[src/sv/nwc_pkg.sv]
package nwc_pkg;

   // Calendar and field widths
   localparam int NWC_DAYS              = 7;
   localparam int NWC_SLOTS_PER_DAY_DEF = 4;
   localparam int WEEKDAY_W             = 3;
   localparam int SLOT_W                = 2;
   localparam int HOUR_W                = 5;
   localparam int MINUTE_W              = 6;
   localparam int LEAD_W                = 6;
   localparam int DAY_MASK_W            = 7;
   localparam int CSR_DATA_W            = 7;
   localparam int BUZZ_W                = 2;
   // Minute sums: minute + lead, minute + 60
   localparam int SUM_W                 = 7;

   localparam logic [SUM_W-1:0]  MINUTES_PER_HOUR  = 7'd60;
   localparam logic [HOUR_W-1:0] CHIME_FIRST_HOUR  = 5'd6;
   localparam logic [HOUR_W-1:0] CHIME_LAST_HOUR   = 5'd23;
   localparam logic [HOUR_W-1:0] LOUD_HOUR_MORNING = 5'd7;
   localparam logic [HOUR_W-1:0] LOUD_HOUR_NOON    = 5'd12;
   localparam logic [HOUR_W-1:0] LOUD_HOUR_EVENING = 5'd18;
   localparam logic [LEAD_W-1:0] LEAD_RESET        = 6'd5;

   typedef enum logic [0:0] {
      CSR_DAY_MASK     = 1'b0,
      CSR_LEAD_MINUTES = 1'b1
   } nwc_csr_index_type;

   typedef enum logic [0:0] {
      ACT_CHECK = 1'b0,
      ACT_WRITE = 1'b1
   } nwc_action_type;

   typedef enum logic [BUZZ_W-1:0] {
      BUZZ_SILENT = 2'd0,
      BUZZ_NORMAL = 2'd1,
      BUZZ_LOUD   = 2'd2
   } nwc_buzz_type;

   typedef enum logic [1:0] {
      ST_IDLE,
      ST_READ,
      ST_EVAL,
      ST_DONE
   } nwc_state_type;

   typedef struct packed {
      logic [HOUR_W-1:0]   hour;
      logic [MINUTE_W-1:0] minute;
      logic                enable;
   } nwc_entry_type;

   localparam int ENTRY_W = $bits(nwc_entry_type);

endpackage

[src/sv/nwc_channels_if.sv]
interface nwc_req_if
   import nwc_pkg::*;
();
   logic                 valid;
   logic                 ready;
   logic                 action;
   logic [WEEKDAY_W-1:0] weekday;
   logic [SLOT_W-1:0]    slot;
   logic [HOUR_W-1:0]    hour;
   logic [MINUTE_W-1:0]  minute;
   logic                 slot_enable;
   logic                 chime_enable;

   modport source (output valid, action, weekday, slot, hour, minute, slot_enable,
                   chime_enable, input ready);
   modport sink   (input valid, action, weekday, slot, hour, minute, slot_enable,
                   chime_enable, output ready);
endinterface

interface nwc_rsp_if
   import nwc_pkg::*;
();
   logic              valid;
   logic              ready;
   logic              upcoming;
   logic [BUZZ_W-1:0] buzz;

   modport source (output valid, upcoming, buzz, input ready);
   modport sink   (input valid, upcoming, buzz, output ready);
endinterface

interface nwc_csr_if
   import nwc_pkg::*;
();
   logic                  valid;
   logic                  ready;
   nwc_csr_index_type     index;
   logic [CSR_DATA_W-1:0] data;

   modport source (output valid, index, data, input ready);
   modport sink   (input valid, index, data, output ready);
endinterface

[src/sv/nwc_ram.sv]
module nwc_ram
   import nwc_pkg::*;
#(
   parameter int WIDTH = ENTRY_W,
   parameter int DEPTH = NWC_DAYS * NWC_SLOTS_PER_DAY_DEF
) (
   input  logic                     clock,
   input  logic                     wr_en,
   input  logic [$clog2(DEPTH)-1:0] wr_addr,
   input  logic [WIDTH-1:0]         wr_data,
   input  logic                     rd_en,
   input  logic [$clog2(DEPTH)-1:0] rd_addr,
   output logic [WIDTH-1:0]         rd_data
);

   logic [WIDTH-1:0] mem [DEPTH];
   logic [WIDTH-1:0] rd_data_ff;

   always_ff @(posedge clock) begin
      if (wr_en) begin
         mem[wr_addr] <= wr_data;
      end
      if (rd_en) begin
         rd_data_ff <= mem[rd_addr];
      end
   end

   assign rd_data = rd_data_ff;

endmodule

[src/sv/notification_window_checker_unit.sv]
// Channel   Direction  Contents
// -------   ---------  -----------------------------------------------------------
// req_ch    in         action, weekday, slot, hour, minute, slot_enable, chime_enable
// rsp_ch    out        upcoming, buzz (one transfer for every request transfer)
// csr_ch    in         index (day_mask, lead_minutes), data; always ready
//
// Sequence: a write or a check of a disabled day goes from the transfer via ST_DONE to
// the response register; a check of an enabled day goes via ST_READ, then ST_EVAL for
// each of k slots scanned (1 to SLOTS_PER_DAY, one schedule RAM read per cycle), then
// ST_DONE. The next request is taken in the cycle after the response loads.
// Reset: synchronous, clears the slot valid bits (every slot reads as disabled),
// day_mask to 0 and lead_minutes to 5. No clearing pass is needed.
// Stalls: a response waits in its register while rsp_ch.ready is low; the block
// takes the next request meanwhile and holds only the following response.
module notification_window_checker_unit
   import nwc_pkg::*;
#(
   parameter int SLOTS_PER_DAY = NWC_SLOTS_PER_DAY_DEF
) (
   input  logic  clock,
   input  logic  reset,
   nwc_req_if.sink   req_ch,
   nwc_rsp_if.source rsp_ch,
   nwc_csr_if.sink   csr_ch
);

   localparam int DEPTH      = NWC_DAYS * SLOTS_PER_DAY;
   localparam int ADDR_W     = $clog2(DEPTH);
   localparam int CNT_W      = (SLOTS_PER_DAY > 1) ? $clog2(SLOTS_PER_DAY) : 1;
   localparam int SLOT_CMP_W = ($clog2(SLOTS_PER_DAY + 1) > SLOT_W) ?
                               $clog2(SLOTS_PER_DAY + 1) : SLOT_W;

   // Sequencer
   nwc_state_type state_ff, state_in;
   logic [CNT_W-1:0]  cnt_ff, cnt_in;
   logic [ADDR_W-1:0] addr_ff, addr_in;

   // Item being worked on
   logic                action_ff, action_in;
   logic [HOUR_W-1:0]   hour_ff, hour_in;
   logic [MINUTE_W-1:0] minute_ff, minute_in;
   logic                chime_ff, chime_in;
   logic                upcoming_ff, upcoming_in;
   logic                signal_ff, signal_in;

   // Configuration
   logic [DAY_MASK_W-1:0] day_mask_ff, day_mask_in;
   logic [LEAD_W-1:0]     lead_ff, lead_in;

   // Slot valid bits, one per RAM entry
   logic [DEPTH-1:0] valid_ff, valid_in;
   logic             valid_rd_ff, valid_rd_in;

   // Response register
   logic         rsp_valid_ff, rsp_valid_in;
   logic         rsp_upcoming_ff, rsp_upcoming_in;
   nwc_buzz_type rsp_buzz_ff, rsp_buzz_in;

   // RAM ports
   logic          ram_wr_en;
   logic          ram_rd_en;
   logic [ADDR_W-1:0] req_base;
   logic [ADDR_W-1:0] req_addr;
   nwc_entry_type ram_wr_data;
   nwc_entry_type ram_rd_data;

   logic          req_ready;
   logic          rsp_load;
   logic          day_ok;
   logic          slot_ok;
   logic          day_on;
   logic [DAY_MASK_W:0] mask_ext;

   // Slot evaluation
   logic             entry_on;
   logic             same_hour;
   logic             next_hour;
   logic             slot_sig;
   logic             slot_hit;
   logic             cnt_last;
   logic [SUM_W-1:0] now_plus_lead;
   logic [SUM_W-1:0] entry_plus_hour;

   // Chime
   logic         chime_ok;
   logic         loud_hour;
   nwc_buzz_type buzz_next;

   nwc_ram #(
      .WIDTH (ENTRY_W),
      .DEPTH (DEPTH)
   ) u_schedule_ram (
      .clock   (clock),
      .wr_en   (ram_wr_en),
      .wr_addr (req_addr),
      .wr_data (ram_wr_data),
      .rd_en   (ram_rd_en),
      .rd_addr (addr_ff),
      .rd_data (ram_rd_data)
   );

   // Request decode: entry address of slot 0 of the day, and of the named slot
   assign req_base = ADDR_W'(ADDR_W'(req_ch.weekday) * ADDR_W'(SLOTS_PER_DAY));
   assign req_addr = ADDR_W'(req_base + ADDR_W'(req_ch.slot));
   assign day_ok   = (req_ch.weekday < WEEKDAY_W'(NWC_DAYS));
   assign slot_ok  = (SLOT_CMP_W'(req_ch.slot) < SLOT_CMP_W'(SLOTS_PER_DAY));
   // Weekday seven lands on the padding bit, which is always clear
   assign mask_ext = {1'b0, day_mask_ff};
   assign day_on   = mask_ext[req_ch.weekday];

   assign ram_wr_data.hour   = req_ch.hour;
   assign ram_wr_data.minute = req_ch.minute;
   assign ram_wr_data.enable = req_ch.slot_enable;

   // Window test on the slot whose read data just arrived
   assign entry_on        = valid_rd_ff && ram_rd_data.enable;
   assign same_hour       = (hour_ff == ram_rd_data.hour);
   assign next_hour       = ((HOUR_W + 1)'(hour_ff) + (HOUR_W + 1)'(1)) ==
                            (HOUR_W + 1)'(ram_rd_data.hour);
   assign now_plus_lead   = SUM_W'(minute_ff) + SUM_W'(lead_ff);
   assign entry_plus_hour = SUM_W'(ram_rd_data.minute) + MINUTES_PER_HOUR;
   assign slot_sig        = entry_on && same_hour && (ram_rd_data.minute == minute_ff);
   assign slot_hit        = entry_on &&
                            ((same_hour && (SUM_W'(ram_rd_data.minute) <= now_plus_lead) &&
                              (ram_rd_data.minute >= minute_ff)) ||
                             (!same_hour && next_hour && (entry_plus_hour < now_plus_lead)));
   assign cnt_last        = (cnt_ff == CNT_W'(SLOTS_PER_DAY - 1));

   // Chime from the held time and the first matching slot's signal
   assign chime_ok  = chime_ff && (hour_ff >= CHIME_FIRST_HOUR) &&
                      (hour_ff <= CHIME_LAST_HOUR) && (signal_ff || (minute_ff == '0));
   assign loud_hour = (hour_ff == LOUD_HOUR_MORNING) || (hour_ff == LOUD_HOUR_NOON) ||
                      (hour_ff == LOUD_HOUR_EVENING);

   always_comb begin
      if ((action_ff == ACT_WRITE) || !chime_ok) begin
         buzz_next = BUZZ_SILENT;
      end else if (loud_hour || signal_ff) begin
         buzz_next = BUZZ_LOUD;
      end else begin
         buzz_next = BUZZ_NORMAL;
      end
   end

   always_ff @(posedge clock) begin
      if (reset) begin
         state_ff <= ST_IDLE;
      end else begin
         state_ff <= state_in;
      end
   end

   // Sequencer: writes go straight to the RAM at the transfer; checks read one
   // slot a cycle. Requests are held off during a scan, so a read never meets
   // a write to the same entry.
   always_comb begin
      state_in    = state_ff;
      cnt_in      = cnt_ff;
      addr_in     = addr_ff;
      action_in   = action_ff;
      hour_in     = hour_ff;
      minute_in   = minute_ff;
      chime_in    = chime_ff;
      upcoming_in = upcoming_ff;
      signal_in   = signal_ff;
      req_ready   = 1'b0;
      ram_wr_en   = 1'b0;
      ram_rd_en   = 1'b0;
      rsp_load    = 1'b0;
      unique case (state_ff)
         ST_IDLE: begin
            req_ready = 1'b1;
            if (req_ch.valid) begin
               action_in   = req_ch.action;
               hour_in     = req_ch.hour;
               minute_in   = req_ch.minute;
               chime_in    = req_ch.chime_enable;
               upcoming_in = 1'b0;
               signal_in   = 1'b0;
               cnt_in      = '0;
               addr_in     = req_base;
               if (req_ch.action == ACT_WRITE) begin
                  // Drop writes to weekday seven or a slot past the day
                  ram_wr_en = day_ok && slot_ok;
                  state_in  = ST_DONE;
               end else if (day_on) begin
                  state_in = ST_READ;
               end else begin
                  state_in = ST_DONE;
               end
            end
         end
         ST_READ: begin
            ram_rd_en = 1'b1;
            addr_in   = ADDR_W'(addr_ff + ADDR_W'(1));
            state_in  = ST_EVAL;
         end
         ST_EVAL: begin
            if (slot_hit || cnt_last) begin
               upcoming_in = slot_hit;
               signal_in   = slot_sig;
               state_in    = ST_DONE;
            end else begin
               // Fetch the next slot while this one is judged
               ram_rd_en = 1'b1;
               addr_in   = ADDR_W'(addr_ff + ADDR_W'(1));
               cnt_in    = CNT_W'(cnt_ff + CNT_W'(1));
            end
         end
         ST_DONE: begin
            if (!rsp_valid_ff || rsp_ch.ready) begin
               rsp_load = 1'b1;
               state_in = ST_IDLE;
            end
         end
         default: begin
            state_in = ST_IDLE;
         end
      endcase
   end

   // Configuration, valid bits and response register next values
   always_comb begin
      day_mask_in = day_mask_ff;
      lead_in     = lead_ff;
      if (csr_ch.valid) begin
         unique case (csr_ch.index)
            CSR_DAY_MASK:     day_mask_in = DAY_MASK_W'(csr_ch.data);
            CSR_LEAD_MINUTES: lead_in     = LEAD_W'(csr_ch.data);
            default: begin
               day_mask_in = day_mask_ff;
            end
         endcase
      end

      valid_in = valid_ff;
      if (ram_wr_en) begin
         valid_in[req_addr] = 1'b1;
      end
      valid_rd_in = ram_rd_en ? valid_ff[addr_ff] : valid_rd_ff;

      if (rsp_load) begin
         rsp_valid_in    = 1'b1;
         rsp_upcoming_in = upcoming_ff;
         rsp_buzz_in     = buzz_next;
      end else begin
         rsp_valid_in    = rsp_valid_ff && !rsp_ch.ready;
         rsp_upcoming_in = rsp_upcoming_ff;
         rsp_buzz_in     = rsp_buzz_ff;
      end
   end

   // Control state
   always_ff @(posedge clock) begin
      if (reset) begin
         day_mask_ff  <= '0;
         lead_ff      <= LEAD_RESET;
         valid_ff     <= '0;
         rsp_valid_ff <= 1'b0;
      end else begin
         day_mask_ff  <= day_mask_in;
         lead_ff      <= lead_in;
         valid_ff     <= valid_in;
         rsp_valid_ff <= rsp_valid_in;
      end
   end

   // Payload and scan registers
   always_ff @(posedge clock) begin
      cnt_ff          <= cnt_in;
      addr_ff         <= addr_in;
      action_ff       <= action_in;
      hour_ff         <= hour_in;
      minute_ff       <= minute_in;
      chime_ff        <= chime_in;
      upcoming_ff     <= upcoming_in;
      signal_ff       <= signal_in;
      valid_rd_ff     <= valid_rd_in;
      rsp_upcoming_ff <= rsp_upcoming_in;
      rsp_buzz_ff     <= rsp_buzz_in;
   end

   assign req_ch.ready    = req_ready;
   assign csr_ch.ready    = 1'b1;
   assign rsp_ch.valid    = rsp_valid_ff;
   assign rsp_ch.upcoming = rsp_upcoming_ff;
   assign rsp_ch.buzz     = rsp_buzz_ff;

endmodule

[src/flat_wrapper.sv]
// flat-port wrapper written by rule: the top's interface ports become plain ports
module notification_window_checker_unit_flat import nwc_pkg::*;
#(
   parameter int SLOTS_PER_DAY = NWC_SLOTS_PER_DAY_DEF
)
  (clock, reset, req_ch_valid, req_ch_action, req_ch_weekday, req_ch_slot, req_ch_hour, req_ch_minute, req_ch_slot_enable, req_ch_chime_enable, req_ch_ready, rsp_ch_valid, rsp_ch_upcoming, rsp_ch_buzz, rsp_ch_ready, csr_ch_valid, csr_ch_index, csr_ch_data, csr_ch_ready);
  nwc_req_if req_ch_i ();
  nwc_rsp_if rsp_ch_i ();
  nwc_csr_if csr_ch_i ();
  input  logic clock;
  input  logic reset;
  input wire logic [$bits(req_ch_i.valid)-1:0] req_ch_valid;
  input wire logic [$bits(req_ch_i.action)-1:0] req_ch_action;
  input wire logic [$bits(req_ch_i.weekday)-1:0] req_ch_weekday;
  input wire logic [$bits(req_ch_i.slot)-1:0] req_ch_slot;
  input wire logic [$bits(req_ch_i.hour)-1:0] req_ch_hour;
  input wire logic [$bits(req_ch_i.minute)-1:0] req_ch_minute;
  input wire logic [$bits(req_ch_i.slot_enable)-1:0] req_ch_slot_enable;
  input wire logic [$bits(req_ch_i.chime_enable)-1:0] req_ch_chime_enable;
  output wire logic [$bits(req_ch_i.ready)-1:0] req_ch_ready;
  output wire logic [$bits(rsp_ch_i.valid)-1:0] rsp_ch_valid;
  output wire logic [$bits(rsp_ch_i.upcoming)-1:0] rsp_ch_upcoming;
  output wire logic [$bits(rsp_ch_i.buzz)-1:0] rsp_ch_buzz;
  input wire logic [$bits(rsp_ch_i.ready)-1:0] rsp_ch_ready;
  input wire logic [$bits(csr_ch_i.valid)-1:0] csr_ch_valid;
  input wire logic [$bits(csr_ch_i.index)-1:0] csr_ch_index;
  input wire logic [$bits(csr_ch_i.data)-1:0] csr_ch_data;
  output wire logic [$bits(csr_ch_i.ready)-1:0] csr_ch_ready;
  assign req_ch_i.valid = req_ch_valid;
  assign req_ch_i.action = req_ch_action;
  assign req_ch_i.weekday = req_ch_weekday;
  assign req_ch_i.slot = req_ch_slot;
  assign req_ch_i.hour = req_ch_hour;
  assign req_ch_i.minute = req_ch_minute;
  assign req_ch_i.slot_enable = req_ch_slot_enable;
  assign req_ch_i.chime_enable = req_ch_chime_enable;
  assign req_ch_ready = req_ch_i.ready;
  assign rsp_ch_valid = rsp_ch_i.valid;
  assign rsp_ch_upcoming = rsp_ch_i.upcoming;
  assign rsp_ch_buzz = rsp_ch_i.buzz;
  assign rsp_ch_i.ready = rsp_ch_ready;
  assign csr_ch_i.valid = csr_ch_valid;
  assign csr_ch_i.index = csr_ch_index;
  assign csr_ch_i.data = csr_ch_data;
  assign csr_ch_ready = csr_ch_i.ready;
  notification_window_checker_unit #(.SLOTS_PER_DAY(SLOTS_PER_DAY)) u_core (.clock(clock), .reset(reset), .req_ch(req_ch_i), .rsp_ch(rsp_ch_i), .csr_ch(csr_ch_i));
endmodule
[config.mk]
export PLATFORM = sky130hd
export DESIGN_NAME = notification_window_checker_unit_flat
export DESIGN_NICKNAME = d
export VERILOG_FILES = /design/src/sv/nwc_pkg.sv /design/src/sv/nwc_channels_if.sv /design/src/sv/nwc_ram.sv /design/src/sv/notification_window_checker_unit.sv /design/src/flat_wrapper.sv
export SDC_FILE = /design/constraint.sdc
export NUM_CORES = 1
export LEC_CHECK = 0
export BUFFER_PORTS_ARGS = -buffer_cell sky130_fd_sc_hd__buf_2
export CAP_MARGIN = 20
export CORE_UTILIZATION = 42
export CTS_CLUSTER_SIZE = 12
export DETAILED_ROUTE_END_ITERATION = 8
export PLACE_DENSITY = 0.68
export SYNTH_ARGS = -nofsm -noshare
export SYNTH_HDL_FRONTEND = slang
export SYNTH_SLANG_ARGS = --single-unit
[constraint.sdc]
create_clock -name clock -period 10.1 [get_ports clock]
set_clock_uncertainty 0.2 [all_clocks]
set_input_delay 0.505 -clock clock [delete_from_list [all_inputs] [get_ports clock]]
set_output_delay 0.505 -clock clock [all_outputs]
set_load 0.1 [all_outputs]
==> run metrics <==
global-route wire length before repair=54420 um; peak supply drop=0.1403 mV; register share of total power=43.0%; Synth cell types=57; TritonCTS Sinks=between 400 and 500; fin. max-slew vios=0; P_sw=1.354 mW; core area=39820 um^2; # IOs=38; Iteration-0 DRC Markers=between 900 and 1k; H-Tree Depth=2; final period utilization=41.90%; root buf cell=clkbuf_16; Worst-Margin Slew=1.156 ns; routed len/inst=23.51 um; die width=roughly 200 um; vias in the first global route=8599; relative slew slack=22.83%; synth warn=0; TritonCTS clock tree=done; layout cells sized above 1=24.78%; internal reg-to-reg setup slack=between 5 and 6 ns; setup TNS=0 ns; Min-Delay Path Depth=3; starting density of the core=between 40% and 50%; # DRC=0; row cnt=73; CP Launch Point=u_core.minute_ff[1]; Worst EP arrival=about 4.2 ns; end of the critical path=u_core.u_schedule_ram.rd_data[11]; CTS-repair resized insts=0; largest net degree at the start of global routing=70; total setup buffers inserted after CTS=0; crit-path max FO=13; Vias=between 8k and 9k; critical path type=flip-flop to flip-flop; HP Start=csr_ch_data[0]; Seq cells post-synth=approximately 420; Hold Vio Cnt, Final=0; CP Capture Type=flip-flop; worst skew pair latency=0.54 ns; ys async rst share=0%; max-cap check violation count=0; Avg Cell Area, Syn=around 18 um^2; number of nets in the layout=1051; via/cell ratio=5.522; worst setup margin=around 5.9 ns; Pre-Repair DR Iteration Count=5; Area Overhead vs Synth=12.47%; min-delay worst type=input port to flip-flop; cell leakage power=6.263 nW; Worst Path Required=a little over 10 ns; outcome=complete, no violations; overall power=4.787 mW; clk buf depth=3; fmax=236.3 MHz; Synth Net Count=992; antenna viol nets, final=0; RR Startpoint=u_core.minute_ff[1]; Final Util=48.05%; Mapped Cells=929; total gr overflow=0; Syn Std Cell Area=between 15000 and 20000 um^2; post-place setup slack=between 5 and 6 ns; Top FF cell, synth=edfxtp_1; Clock power frac=between 30% and 40%; sw frac=28.30%; PD cells=250.2 nW/um^2; Startpoint Class=flip-flop; Seq/Total Area, Yosys=71.20%; reg-to-reg endpoint=u_core.u_schedule_ram.rd_data[11]; Port Buffers=36; reg2reg path depth=12; Pint=3.432 mW; initial antenna violation count=1; post-DP HPWL=approximately 21000 um; RSZ-0062 raised after global routing=false; Num CTS Buffers=43; Clock Pin Slew Worst Setup and Hold Paths=0.06 ns; EDFF count, synth=374; fin crit period=4.232 ns; Final Routed Wirelength=36370 um; Final Setup Violations=0; Die H=203.3 um; GPL Wtd Cong=0.7927; All-Layer GR Usage=approximately 18%; Gate power share=26.1%; die area=about 41000 um^2
placed cells by master (no fill, tap or decap), types with 3 or more instances in the layout:
cell type  instances
o211ai_1           3
nor2b_1           12
nand3b_1           4
nand3_1           10
clkbuf_8           3
and2_1             5
clkinv_1           3
nor2_1            76
clkbuf_16         44
nor3_1             3
buf_4             20
mux2i_1           16
clkbuf_1          21
o21ai_1           15
xnor2_1            8
a21oi_1           23
nand2_1           42
buf_2             36
nand2b_1           6
inv_1             18
mux2_2            13
nand4_1            7
xor2_1             8
mux4_1             3
dfxtp_1           44
nor2_2            15
mux4_2           102
o21ai_0            9
edfxtp_1         374
o21ba_2            7
ha_1              30
metrics by stage:
step | instance area [um^2] | hold slack, ns | std cells
3_5_place_dp | 17810 | 0.2138 | 1467
3_3_place_gp | 17810 | 0.2105 | 1467
4_1_cts | 19130 | 0.01554 | 1546
6_report | 19130 | 0.02778 | 1547
5_1_grt | 19130 | 0.02165 | 1546
2_1_floorplan | 17010 | 0.2003 | 929
what timing repair did:
item	in CTS	in global routing
hold buffers	1	0
endpoints found under the setup margin	0	0
hold endpoints to repair	1	0
routing by layer:
layer | wire, um | track usage (%) | share of wire (%) | vias up
met2 | 17730 | 29.42 | 49 | 293
met3 | 2288 | 3.180 | 6.3 | 41
met4 | 586 | 4.672 | 1.6 | 0
met1 | 15770 | 25.17 | 43 | 4422
li1 | - | - | - | 3786
met5 | 0 | 0 | 0 | -
final cells by class:
type | count | area [um^2]
Antenna cell | 1 | 2.502
Clock buffer | 68 | 1221
Clock inverter | 10 | 93.84
Fill cell | 3327 | 20690
Inverter | 18 | 67.56
Multi-Input combinational cell | 450 | 4639
Sequential cell | 418 | 12110
Tap cell | 525 | 656.9
Timing Repair Buffer | 57 | 340.3
synthesized netlist by cell type, types with 12 or more instances:
cell / count / area share, %
mux2i_1: 16 / 0.94
a21oi_1: 23 / 0.68
o21ai_1: 15 / 0.44
inv_1: 18 / 0.40
mux4_2: 102 / 14
nand2_1: 42 / 0.93
ha_1: 30 / 2.2
mux2_2: 13 / 0.86
nor2b_1: 12 / 0.44
clkbuf_1: 22 / 0.49
nor2_1: 91 / 2.0
dfxtp_1: 44 / 5.2
edfxtp_1: 374 / 66
power by group through the flow:
stage	Sequential [mW]	Combinational, mW	Clock (mW)
3_5_place_dp	2.09	1.26	0
6_report	2.06	1.25	1.48
5_1_grt	2.06	1.36	1.57
4_1_cts	2.06	1.27	1.51
3_3_place_gp	2.09	1.24	0
2_1_floorplan	2.07	0.985	0
registers in the layout, summed over array words and instances (netlist names):
name	count
u_core.action_ff	1
u_core.addr_ff	5
u_core.chime_ff	1
u_core.cnt_ff	2
u_core.day_mask_ff	7
u_core.hour_ff	5
u_core.lead_ff	6
u_core.minute_ff	6
u_core.rsp_ch.buzz	2
u_core.rsp_ch.upcoming	1
u_core.rsp_ch.valid	1
u_core.signal_ff	1
u_core.state_ff	2
u_core.u_schedule_ram.mem	336
u_core.u_schedule_ram.rd_data	12
u_core.upcoming_ff	1
u_core.valid_ff	28
u_core.valid_rd_ff	1
cell families after synthesis:
group / after synthesis / synth area share (%)
compound gates: 76 / 2.890
flops: 418 / 71.20
buf+inv: 61 / 1.750
xor+xnor: 17 / 0.9194
fa+ha+maj: 33 / 2.442
simple gates: 188 / 4.943
other cells: 1 / 0.02204
mux: 135 / 15.84
worst min path at each step:
stage,to,slack [ns]
6_report,u_core.day_mask_ff[0],0.03
5_1_grt,u_core.day_mask_ff[1],0.02
4_1_cts,u_core.day_mask_ff[0],0.02
3_5_place_dp,u_core.rsp_ch.upcoming,0.21
3_3_place_gp,u_core.rsp_ch.upcoming,0.21
2_1_floorplan,u_core.rsp_ch.upcoming,0.20
worst max-delay path: stages (launching register included):
cell,delay (ns)
edfxtp_1,0.40
ha_1,0.32
a21o_1,0.18
a21oi_1,0.17
xor2_1,0.27
ha_1,0.29
nor2b_1,0.15
a32o_1,0.25
maj3_1,0.33
o211ai_1,0.23
a21oi_2,0.11
nor2_1,0.21
o21a_1,0.74
(Power assumes the default switching activity.)
